$ cat src/hdl/dcmf_pkg.sv
`default_nettype none

package dcmf_pkg;

  // fifo geometry
  localparam int FIFO_DEPTH = 16;
  localparam int PTR_W      = $clog2(FIFO_DEPTH);
  localparam int CNT_W      = $clog2(FIFO_DEPTH + 1);
  localparam int ADDR_W     = $clog2(2 * FIFO_DEPTH);

  localparam int WORD_W = 32;
  localparam int CTRL_W = 16;

  typedef logic [PTR_W-1:0]  ptr_t;
  typedef logic [CNT_W-1:0]  cnt_t;
  typedef logic [ADDR_W-1:0] addr_t;
  typedef logic [CTRL_W-1:0] ctrl_t;

  // access kinds
  typedef enum logic [1:0] {
    CMD_SEND       = 2'd0,
    CMD_RECV       = 2'd1,
    CMD_CTRL_WRITE = 2'd2,
    CMD_CTRL_READ  = 2'd3
  } cmd_t;

  // control register bit positions
  localparam int B_SEND_EMPTY = 0;
  localparam int B_SEND_FULL  = 1;
  localparam int B_SEND_IRQ   = 2;
  localparam int B_SEND_CLEAR = 3;
  localparam int B_RECV_EMPTY = 8;
  localparam int B_RECV_FULL  = 9;
  localparam int B_RECV_IRQ   = 10;
  localparam int B_ERROR      = 14;
  localparam int B_ENABLE     = 15;

  localparam ctrl_t CTRL_RESET   = 16'h0101;
  localparam ctrl_t WRITE_MASK   = 16'h8404;
  // status masks applied on a successful transfer
  localparam ctrl_t MASK_SEND_SIDE = 16'hBFFC;
  localparam ctrl_t MASK_RECV_SIDE = 16'hBCFF;

  // circular pointer advance
  function automatic ptr_t next_ptr(input ptr_t p);
    ptr_t q;
    q = (int'(p) == FIFO_DEPTH - 1) ? '0 : p + ptr_t'(1);
    return q;
  endfunction

  // flat store address for a processor's fifo slot
  function automatic addr_t store_addr(input logic p, input ptr_t ptr);
    addr_t a;
    a = p ? addr_t'(FIFO_DEPTH + int'(ptr)) : addr_t'(ptr);
    return a;
  endfunction

endpackage

`default_nettype wire

$ cat src/hdl/dual_cpu_mailbox_fifo.sv
// Two-processor mailbox: each processor owns a send fifo that its partner
// drains, plus a 16-bit control register with empty/full/error/enable status.
// Input channel (in_*): one bus access per transfer. in_tuser carries the
// access kind and the issuing processor, in_tdata the word or control value.
// Result channel (out_*): exactly one result per access, holding the received
// word, the issuer's control register after the access and the interrupt
// pulses for both processors.
// The access is captured in an input register, then the fifo push/pop and
// register update happen in one pass into the result register, which also
// latches the store read, so out_tvalid rises once the access has passed
// through the input and result registers. Throughput is one access per
// cycle while out_tready is high.
// When the receiver stalls, the result register holds and the input register
// still takes one more access; after that in_tready drops until the result
// is taken.
// Reset (rst_n low, synchronous) empties both fifos, sets both control
// registers to 0x0101 and drops both valid flags; store contents are not
// cleared and are only ever read after being written.
`default_nettype none

module dual_cpu_mailbox_fifo
  import dcmf_pkg::*;
(
  input  wire logic        clk,
  input  wire logic        rst_n,
  // access input
  input  wire logic        in_tvalid,
  output logic             in_tready,
  input  wire logic [31:0] in_tdata,   // data[31:0]
  input  wire logic [2:0]  in_tuser,   // cmd[1:0], proc[2]
  // result output
  output logic             out_tvalid,
  input  wire logic        out_tready,
  output logic [55:0]      out_tdata   // read_data[31:0], ctrl_value[47:32],
                                       // irq_send_empty[49:48],
                                       // irq_recv_nonempty[51:50], zero[55:52]
);

  // input register
  logic              in_vld_r;
  cmd_t              cmd_r;
  logic              proc_r;
  logic [WORD_W-1:0] data_r;

  // mailbox state
  ctrl_t ctrl_r [2];
  ptr_t  head_r [2];
  ptr_t  tail_r [2];
  cnt_t  cnt_r  [2];
  ctrl_t ctrl_nxt [2];
  ptr_t  head_nxt [2];
  ptr_t  tail_nxt [2];
  cnt_t  cnt_nxt  [2];

  logic [WORD_W-1:0] store_mem [2*FIFO_DEPTH];

  // result register
  logic              out_vld_r;
  logic [WORD_W-1:0] out_rd_r;
  ctrl_t             out_ctrl_r;
  logic [1:0]        out_ise_r;
  logic [1:0]        out_irn_r;

  // per-access combinational results
  logic       me, other;
  ctrl_t      cl_w, cr_w, wv_w;
  logic       wr_en, rd_en;
  addr_t      wr_addr, rd_addr;
  logic [1:0] ise_w, irn_w;
  logic       advance;
  logic       in_xfer;

  assign advance   = in_vld_r && (!out_vld_r || out_tready);
  assign in_tready = !in_vld_r || (!out_vld_r || out_tready);
  assign in_xfer   = in_tvalid && in_tready;

  // input capture
  always_ff @(posedge clk) begin
    if (!rst_n) begin
      in_vld_r <= 1'b0;
    end else if (in_xfer) begin
      in_vld_r <= 1'b1;
    end else if (advance) begin
      in_vld_r <= 1'b0;
    end
  end

  always_ff @(posedge clk) begin
    if (in_xfer) begin
      cmd_r  <= cmd_t'(in_tuser[1:0]);
      proc_r <= in_tuser[2];
      data_r <= in_tdata;
    end
  end

  // access execution
  always_comb begin
    me      = proc_r;
    other   = ~proc_r;
    cl_w    = ctrl_r[proc_r];
    cr_w    = ctrl_r[~proc_r];
    wv_w    = data_r[CTRL_W-1:0];
    ctrl_nxt = ctrl_r;
    head_nxt = head_r;
    tail_nxt = tail_r;
    cnt_nxt  = cnt_r;
    wr_en   = 1'b0;
    rd_en   = 1'b0;
    wr_addr = store_addr(me, tail_r[me]);
    rd_addr = store_addr(other, head_r[other]);
    ise_w   = '0;
    irn_w   = '0;
    unique case (cmd_r)
      CMD_SEND: begin
        if (cl_w[B_ENABLE]) begin
          if (int'(cnt_r[me]) >= FIFO_DEPTH) begin
            ctrl_nxt[me] = cl_w | (ctrl_t'(1) << B_ERROR);
          end else begin
            cl_w = cl_w & MASK_SEND_SIDE;
            cr_w = cr_w & MASK_RECV_SIDE;
            wr_en        = 1'b1;
            tail_nxt[me] = next_ptr(tail_r[me]);
            cnt_nxt[me]  = cnt_r[me] + cnt_t'(1);
            if (int'(cnt_r[me]) == FIFO_DEPTH - 1) begin
              cl_w[B_SEND_FULL] = 1'b1;
              cr_w[B_RECV_FULL] = 1'b1;
            end
            ctrl_nxt[me]    = cl_w;
            ctrl_nxt[other] = cr_w;
            if (cr_w[B_RECV_IRQ]) begin
              irn_w[other] = 1'b1;
            end
          end
        end
      end
      CMD_RECV: begin
        if (cl_w[B_ENABLE]) begin
          if (cnt_r[other] == '0) begin
            ctrl_nxt[me] = cl_w | (ctrl_t'(1) << B_ERROR);
          end else begin
            cl_w = cl_w & MASK_RECV_SIDE;
            cr_w = cr_w & MASK_SEND_SIDE;
            rd_en           = 1'b1;
            head_nxt[other] = next_ptr(head_r[other]);
            cnt_nxt[other]  = cnt_r[other] - cnt_t'(1);
            if (cnt_r[other] == cnt_t'(1)) begin
              cl_w[B_RECV_EMPTY] = 1'b1;
              cr_w[B_SEND_EMPTY] = 1'b1;
              if (cr_w[B_SEND_IRQ]) begin
                ise_w[other] = 1'b1;
              end
            end
            ctrl_nxt[me]    = cl_w;
            ctrl_nxt[other] = cr_w;
          end
        end
      end
      CMD_CTRL_WRITE: begin
        if (wv_w[B_ERROR]) begin
          cl_w[B_ERROR] = 1'b0;
        end
        // flush the issuer's send fifo
        if (wv_w[B_SEND_CLEAR]) begin
          head_nxt[me] = '0;
          tail_nxt[me] = '0;
          cnt_nxt[me]  = '0;
          cl_w[B_SEND_EMPTY] = 1'b1;
          cr_w[B_RECV_EMPTY] = 1'b1;
          cl_w[B_SEND_FULL]  = 1'b0;
          cr_w[B_RECV_FULL]  = 1'b0;
        end
        cl_w = (cl_w & ~WRITE_MASK) | (wv_w & WRITE_MASK);
        if (cl_w[B_SEND_IRQ] && cl_w[B_SEND_EMPTY]) begin
          ise_w[me] = 1'b1;
        end
        if (cl_w[B_RECV_IRQ] && !cl_w[B_RECV_EMPTY]) begin
          irn_w[me] = 1'b1;
        end
        ctrl_nxt[me]    = cl_w;
        ctrl_nxt[other] = cr_w;
      end
      CMD_CTRL_READ: begin
      end
      default: begin
      end
    endcase
  end

  // state update
  always_ff @(posedge clk) begin
    if (!rst_n) begin
      for (int i = 0; i < 2; i++) begin
        ctrl_r[i] <= CTRL_RESET;
        head_r[i] <= '0;
        tail_r[i] <= '0;
        cnt_r[i]  <= '0;
      end
    end else if (advance) begin
      ctrl_r <= ctrl_nxt;
      head_r <= head_nxt;
      tail_r <= tail_nxt;
      cnt_r  <= cnt_nxt;
    end
  end

  // fifo store, read data lands in the result register
  always_ff @(posedge clk) begin
    if (advance && wr_en) begin
      store_mem[wr_addr] <= data_r;
    end
    if (advance) begin
      out_rd_r <= rd_en ? store_mem[rd_addr] : '0;
    end
  end

  // result register
  always_ff @(posedge clk) begin
    if (!rst_n) begin
      out_vld_r <= 1'b0;
    end else if (advance) begin
      out_vld_r <= 1'b1;
    end else if (out_tready) begin
      out_vld_r <= 1'b0;
    end
  end

  always_ff @(posedge clk) begin
    if (advance) begin
      out_ctrl_r <= ctrl_nxt[me];
      out_ise_r  <= ise_w;
      out_irn_r  <= irn_w;
    end
  end

  assign out_tvalid = out_vld_r;
  assign out_tdata  = {4'b0000, out_irn_r, out_ise_r, out_ctrl_r, out_rd_r};

`ifndef SYNTHESIS
  // fill level never passes the depth
  a_cnt_bound: assert property (@(posedge clk) disable iff (!rst_n)
    int'(cnt_r[0]) <= FIFO_DEPTH && int'(cnt_r[1]) <= FIFO_DEPTH)
    else $error("fifo fill count above depth");

  // send clear is a strobe and never stays in a control register
  a_no_clear_bit: assert property (@(posedge clk) disable iff (!rst_n)
    !ctrl_r[0][B_SEND_CLEAR] && !ctrl_r[1][B_SEND_CLEAR])
    else $error("send clear bit stored");

  // empty flags on both sides track fifo 0 fill level
  a_empty0: assert property (@(posedge clk) disable iff (!rst_n)
    ctrl_r[0][B_SEND_EMPTY] == (cnt_r[0] == '0) &&
    ctrl_r[1][B_RECV_EMPTY] == (cnt_r[0] == '0))
    else $error("fifo 0 empty status out of step");

  // full flags on both sides track fifo 1 fill level
  a_full1: assert property (@(posedge clk) disable iff (!rst_n)
    ctrl_r[1][B_SEND_FULL] == (int'(cnt_r[1]) == FIFO_DEPTH) &&
    ctrl_r[0][B_RECV_FULL] == (int'(cnt_r[1]) == FIFO_DEPTH))
    else $error("fifo 1 full status out of step");

  // a held result is not overwritten while stalled
  a_result_hold: assert property (@(posedge clk) disable iff (!rst_n)
    out_vld_r && !out_tready |-> !advance)
    else $error("result overwritten under stall");
`endif

endmodule

`default_nettype wire
$ cat config.mk
export PLATFORM = sky130hd
export DESIGN_NAME = dual_cpu_mailbox_fifo
export DESIGN_NICKNAME = d
export VERILOG_FILES = /design/src/hdl/dcmf_pkg.sv /design/src/hdl/dual_cpu_mailbox_fifo.sv
export SDC_FILE = /design/constraint.sdc
export NUM_CORES = 1
export LEC_CHECK = 0
export ABC_AREA = 1
export BUFFER_PORTS_ARGS = -buffer_cell sky130_fd_sc_hd__buf_2
export CAP_MARGIN = 20
export CORE_UTILIZATION = 35
export CTS_BUF_LIST = sky130_fd_sc_hd__clkbuf_16
export DETAILED_ROUTE_END_ITERATION = 6
export PLACE_DENSITY = 0.51
export SETUP_SLACK_MARGIN = 0.4
export SLEW_MARGIN = 0
export SYNTH_ARGS = -nofsm -noshare
export SYNTH_HDL_FRONTEND = slang
export SYNTH_SLANG_ARGS = --single-unit
$ cat constraint.sdc
create_clock -name clk -period 3.4 [get_ports clk]
set_input_delay 0 -clock clk [delete_from_list [all_inputs] [get_ports clk]]
set_output_delay 0 -clock clk [all_outputs]
set_load 0.03 [all_outputs]
Yosys cells after proc, flatten, opt, wreduce, memory -nomap -nowiden --
Memories as Yosys holds them, arrays and structs flattened. A register that Yosys moved wholly into a read port is not among the register bits. Index checks and enable logic that the tools add are counted. W data, S select, Z words.
Cells by class: add/sub/neg operators 6, bitwise logic cells 9, equal/unequal tests 11, reductions and logical operators 25, $lt $le $gt $ge 9, muxes and demuxes 108
Operator list (number):
- $bwmux W32 | 7
- $mux W16 | 11
- $mux W32 | 4
- $pmux W32 S3 | 1
- $mux W10 | 5
- $mux W5 | 10
- $mux W8 | 6
- $mux W4 | 10
- $demux W16 S1 | 2
- $pmux W8 S2 | 2
- $pmux W10 S3 | 1
- $mux W2 | 13
- $mux W1 | 24
- $bwmux W10 | 2
- $and A8 B8 Y8 | 2
- $bwmux W8 | 2
- $or A15 B16 Y16 | 1
- $add A5 B4 Y5 const A | 2
- $and A10 B10 Y10 | 1
- $demux W5 S1 | 2
- $ne A2 B2 Y1 const B | 5
- $not A10 Y10 | 1
- $reduce_and A5 Y1 | 2
- $logic_and A1 B1 Y1 | 9
- other kinds (26) | 43
Word-level totals: bits of input ports 39, logic and storage cells 185, bits in writable memories 1024, output and inout bits 58, memories 1, bits in registers 115
Memory list:
- store_mem | words 32, width 32, read ports 1, clocked after memory_dff 1, wr ports 1, RTL line dual_cpu_mailbox_fifo.sv:55 | logic [WORD_W-1:0] store_mem [2*FIFO_DEPTH];

Depth between registers and ports, before layout --
word-level depth 18, gate-level depth with buffers 16, gate-level depth less buffers 14

Least setup slack after synthesis --
OpenSTA, ideal clock, no wires.
path type flip-flop to flip-flop, start register proc_r, in the netlist me, end memory store_mem[11][0] (enable), path slack 0.090 ns, data arrival time 2.889 ns, required time 2.979 ns, setup time 0.421 ns, clock period less this slack 3.310 ns, cell stages (with the launch flop) 10, path buffers 3, cells stage by stage edfxtp_1 -> buf_4 -> inv_4 -> buf_4 -> buf_2 -> nand2_1 -> nand2_1 -> ha_1 -> nand2_1 -> nor2_1
Between the ends: cells in the longest elaborated chain, start to end 11, elaborated cells between the ends (all ways) 19
RTL lines:
- from (decl) | RTL line dual_cpu_mailbox_fifo.sv:42 | logic proc_r;
- from (signal assigned) | RTL line dual_cpu_mailbox_fifo.sv:91 | proc_r <= in_tuser[2];
- $not A1 Y2 (implied by the code) | RTL line dual_cpu_mailbox_fifo.sv:100, dual_cpu_mailbox_fifo.sv:109, dual_cpu_mailbox_fifo.sv:116
- $mux W5 (implied by the code) (3 in a row) | RTL line dual_cpu_mailbox_fifo.sv:116 | if (int'(cnt_r[me]) >= FIFO_DEPTH) begin
- $ge A5 B5 Y1 | RTL line dual_cpu_mailbox_fifo.sv:116
- $mux W1 | RTL line dual_cpu_mailbox_fifo.sv:116
- $mux W1 | RTL line dual_cpu_mailbox_fifo.sv:115 | if (cl_w[B_ENABLE]) begin
- $mux W1 | RTL line dual_cpu_mailbox_fifo.sv:113 | unique case (cmd_r)
- $logic_and A1 B1 Y1 | RTL line dual_cpu_mailbox_fifo.sv:208 | if (advance && wr_en) begin
- $mux W1 | RTL line dual_cpu_mailbox_fifo.sv:208
- $mux W1 (implied by the code) | RTL line dual_cpu_mailbox_fifo.sv:209 | store_mem[wr_addr] <= data_r;
- to (decl) | RTL line dual_cpu_mailbox_fifo.sv:55
Several ways; a longest one is shown, not always the timed one. The select of a mux whose other input is x is not followed.

Final worst setup path --
start register proc_r, in the netlist me, end register out_rd_r[22], read port of store_mem (data pin)
Between the ends: cells in the longest elaborated chain, start to end 10, elaborated cells between the ends (all ways) 19
RTL lines:
- branches (longest 10 deep; another with $add A5 B4 Y5)
- to (decl) | RTL line dual_cpu_mailbox_fifo.sv:59 | logic [WORD_W-1:0] out_rd_r;
Several ways; the timed one is not identified. The select of a mux whose other input is x is not followed. A chain may end at the register's enable or synchronous reset.

==> impl_metrics.yaml <==
setup_path:
  worstPathMaxFanout: 50
  critPathArrivalTime_ns: 3.41
  required_ns: 3.94
  r2r_slack_ns: 0.53
  cp-end-kind: "register"
  critical_path_class: "reg2reg"
  start_kind: "register"
cts:
  path_clk_slew_ns: 0.06
  cts_setup_buffers: 0
  insertion_delay_ns: 0.75
  cts-root-to-sink-buffers: 3
  cts_root_buf: "clkbuf_16"
  cts_tree: "built"
  h-tree-depth: 3
  cts.sinks: 1171
  cts_buffers: 121
floorplanning:
  die_h_um: 386
  dieWidth_um: 386
  initial_core_util_pct: 35.3
  core-area_um2: 146000
  die_area_um2: 149000
  pin_count: 97
  rows: 140
synth:
  synth_compound_area_share_pct: 2.21
  yosys-top-cells-area: "edfxtp_1, nand3_1, nand2_1"
  ys_warn_count: 0
  synth_cell_types: 45
  synth-simple-area-share_pct: 20.6
  synth_top_cell_by_area: "edfxtp_1"
  yosysMostFrequentCell: "edfxtp_1"
  synth_area_um2: 51500
  synth-adder-area-share_pct: 0.364
  postSynthAreaPerCell_um2: 10.2
  ys_seq_area_share_pct: 67.1
  synthFlopType: "edfxtp_1"
  synth_edf_count: 1111
  synth_xor_area_share_pct: 0.0510
  ys_ff_latch: 1171
  synthTopCellsByCount: "edfxtp_1, nand2_1, nand3_1, inv_1, nor2_1"
  synth_top_family_by_area: "simple AND/OR/NAND/NOR gates"
  syn-instance-count: 5074
  yosysTopAreaCellShare_pct: 64.8
  async_flop_share_pct: 0
  muxShareOfSynthArea_pct: 0
sta:
  rsz0062_at_grt: "true"
  slew_headroom_pct: 27.6
  fin_tns_setup_ns: 0
  finClkSkew_ns: 0.0244
  maxSlewViolCount: 0
  finalHoldViolCount: 0
  worstMarginPinSlew_ns: 1.09
  fin_crit_ns: 2.87
  setup_violations: 0
  finalCritPeriodShare_pct: 84.4
  fmax_mhz: 348
final_layout:
  layout-drive-gt1-share_pct: 9.34
  syn_to_final_growth_pct: 17.2
  nNetsFinal: 5321
global_route:
  grt_pass1_wl_um: 236000
  grtUsageTotal_pct: 21.8
  gr-total-overflow: 0
  grt_antenna_before_repair: 6
  grt_max_degree: 127
  grt_pass1_vias: 35400
power:
  power_density_nw_per_um2: 506
  irDropWorstVdd_mv: 0.435
  p_leak_nw: 24.6
  power_w: 0.0305
routing:
  routed_via_density: 4.99
  drtIter0Drc: 3809
  wirelength_met1_um: 71600
  drt_pass1_iterations: 6
  dr_wl_met3_um: 12200
  wl_um: 163000
  avgRoutedWirePerCell_um: 22.3
  vias: 36300
  wl_met2_um: 74300
  drc: 0
  postRouteAntennaNets: 0
  highest_layer: "met5"
min_path:
  hold_path_class: "in2reg"
place:
  detailed_place_hpwl_um: 91200
  portBuffers: 92
  gp_congestion: 0.830
run_status:
  status: "finished clean"
flow_run:
  drv_cap: 0
cells by family (layout without fill, tap and decap cells):
| kind of cell | after synthesis | in the layout |
|---|---|---|
| xor+xnor | 3 | 3 |
| fa+ha+maj | 15 | 15 |
| buf+inv | 1231 | 1517 |
| other cells | 1 | 5 |
| simple gates | 2435 | 2435 |
| flops | 1171 | 1171 |
| compound gates | 218 | 218 |
power breakdown:
| group | switching, W | internal, W | leakage (nW) | total, W |
|---|---|---|---|---|
| combinational | 0.00125 | 0.000526 | 12.1 | 0.00177 |
| sequential | 0.000110 | 0.0159 | 10.5 | 0.0160 |
| clock | 0.00569 | 0.00712 | 1.95 | 0.0128 |
path summary, 6_finish.rpt:
check	startpoint	endpoint	depth (start not counted)
max	me	out_rd_r[22]	11
min	in_tdata[18]	data_r[18]	2
max reg2reg	me	out_rd_r[22]	11
min reg2reg	ctrl_r[5]	ctrl_r[5]	2
cell usage in the layout, fill, tap and decap left out, types with 2 or more instances in the layout:
| cell type | synthesis | final |
|---|---|---|
| edfxtp_1 | 1111 | 1111 |
| nand2_1 | 1037 | 1036 |
| nand3_1 | 1007 | 1007 |
| inv_1 | 954 | 978 |
| nor2_1 | 326 | 293 |
| o21ai_0 | 125 | 123 |
| clkbuf_16 | 0 | 123 |
| buf_4 | 33 | 97 |
| buf_2 | 150 | 92 |
| buf_12 | 0 | 70 |
| dlygate4sd3_1 | 0 | 63 |
| dfxtp_1 | 60 | 60 |
| a21oi_1 | 57 | 57 |
| nor2_4 | 0 | 33 |
| nand3b_1 | 32 | 32 |
| clkinv_1 | 2 | 27 |
| clkinv_2 | 0 | 25 |
| o21ai_1 | 19 | 20 |
| buf_16 | 0 | 17 |
| ha_1 | 15 | 15 |
| nor3_1 | 9 | 9 |
| bufinv_16 | 0 | 8 |
| inv_6 | 0 | 7 |
| o22ai_1 | 7 | 7 |
| nand2_8 | 0 | 5 |
| nand4_1 | 4 | 4 |
| conb_1 | 1 | 4 |
| clkinvlp_4 | 0 | 4 |
| nor4_1 | 3 | 3 |
| nand2_2 | 7 | 3 |
| inv_2 | 1 | 2 |
| nand3_2 | 2 | 2 |
| nor2_2 | 2 | 2 |
| o21ai_4 | 1 | 2 |
| nor4_4 | 1 | 2 |
| xnor2_1 | 2 | 2 |
metal layers:
| layer | vias to the layer above | GRT usage (%) |
|---|---|---|
| li1 | 17000 | - |
| met3 | 242 | 4.21 |
| met5 | - | 0 |
| met1 | 17800 | 30.1 |
| met4 | 2 | 6.68 |
| met2 | 1289 | 34.6 |
registers in the layout, indices dropped and copies added (netlist names):
name        count
out_irn_r       2
ctrl_r         32
tail_r          8
out_rd_r       32
out_ctrl_r     16
me              1
data_r         32
head_r          8
out_tvalid      1
out_ise_r       2
in_vld_r        1
store_mem    1024
cnt_r          10
cmd_r           2
area by class of cell:
type                       instances  area [um2]
antenna                            1        2.50
tap                             1917        2400
sequential                      1171       34600
fill                           14100       85500
inverter                         958        3610
clock inverter                    96         673
multi-input combinational       2675       12300
clock buffer                     123        3080
timing repair buffer             340        3700
through the flow:
stage	utilization (%)	instance area (um2)	worst slack (ns)	hold slack [ns]	std cells
final	41.4	60400	0.529	0.0733	7281
after floorplan	-	51500	0.0903	0.0989	5077
after global placement	38.0	55500	0.379	0.177	6980
after CTS	41.3	60300	0.508	0.00467	7276
after global routing	41.4	60400	0.371	0.0353	7280
after detailed placement	38.3	55900	0.371	0.178	6994
timing repair:
item / in CTS / in global routing
hold buffers: 63 / 0
gates resized for setup: 1 / 2
endpoints found under the setup margin: 35 / 2
endpoints found under the hold margin: 74 / 0
worst max-delay path, stage by stage, from the launching register on:
cell and delay, ns:
edfxtp_1 0.49, buf_12 0.30, nand2_8 0.13, nand2_8 0.29, buf_12 0.31, buf_12 0.23, o21ai_0 0.09, o21ai_1 0.19
nor2_1 0.07, nor2_1 0.16, nor2_1 0.10, nor2_1 0.25
Power figures use the tool's default switching activity.
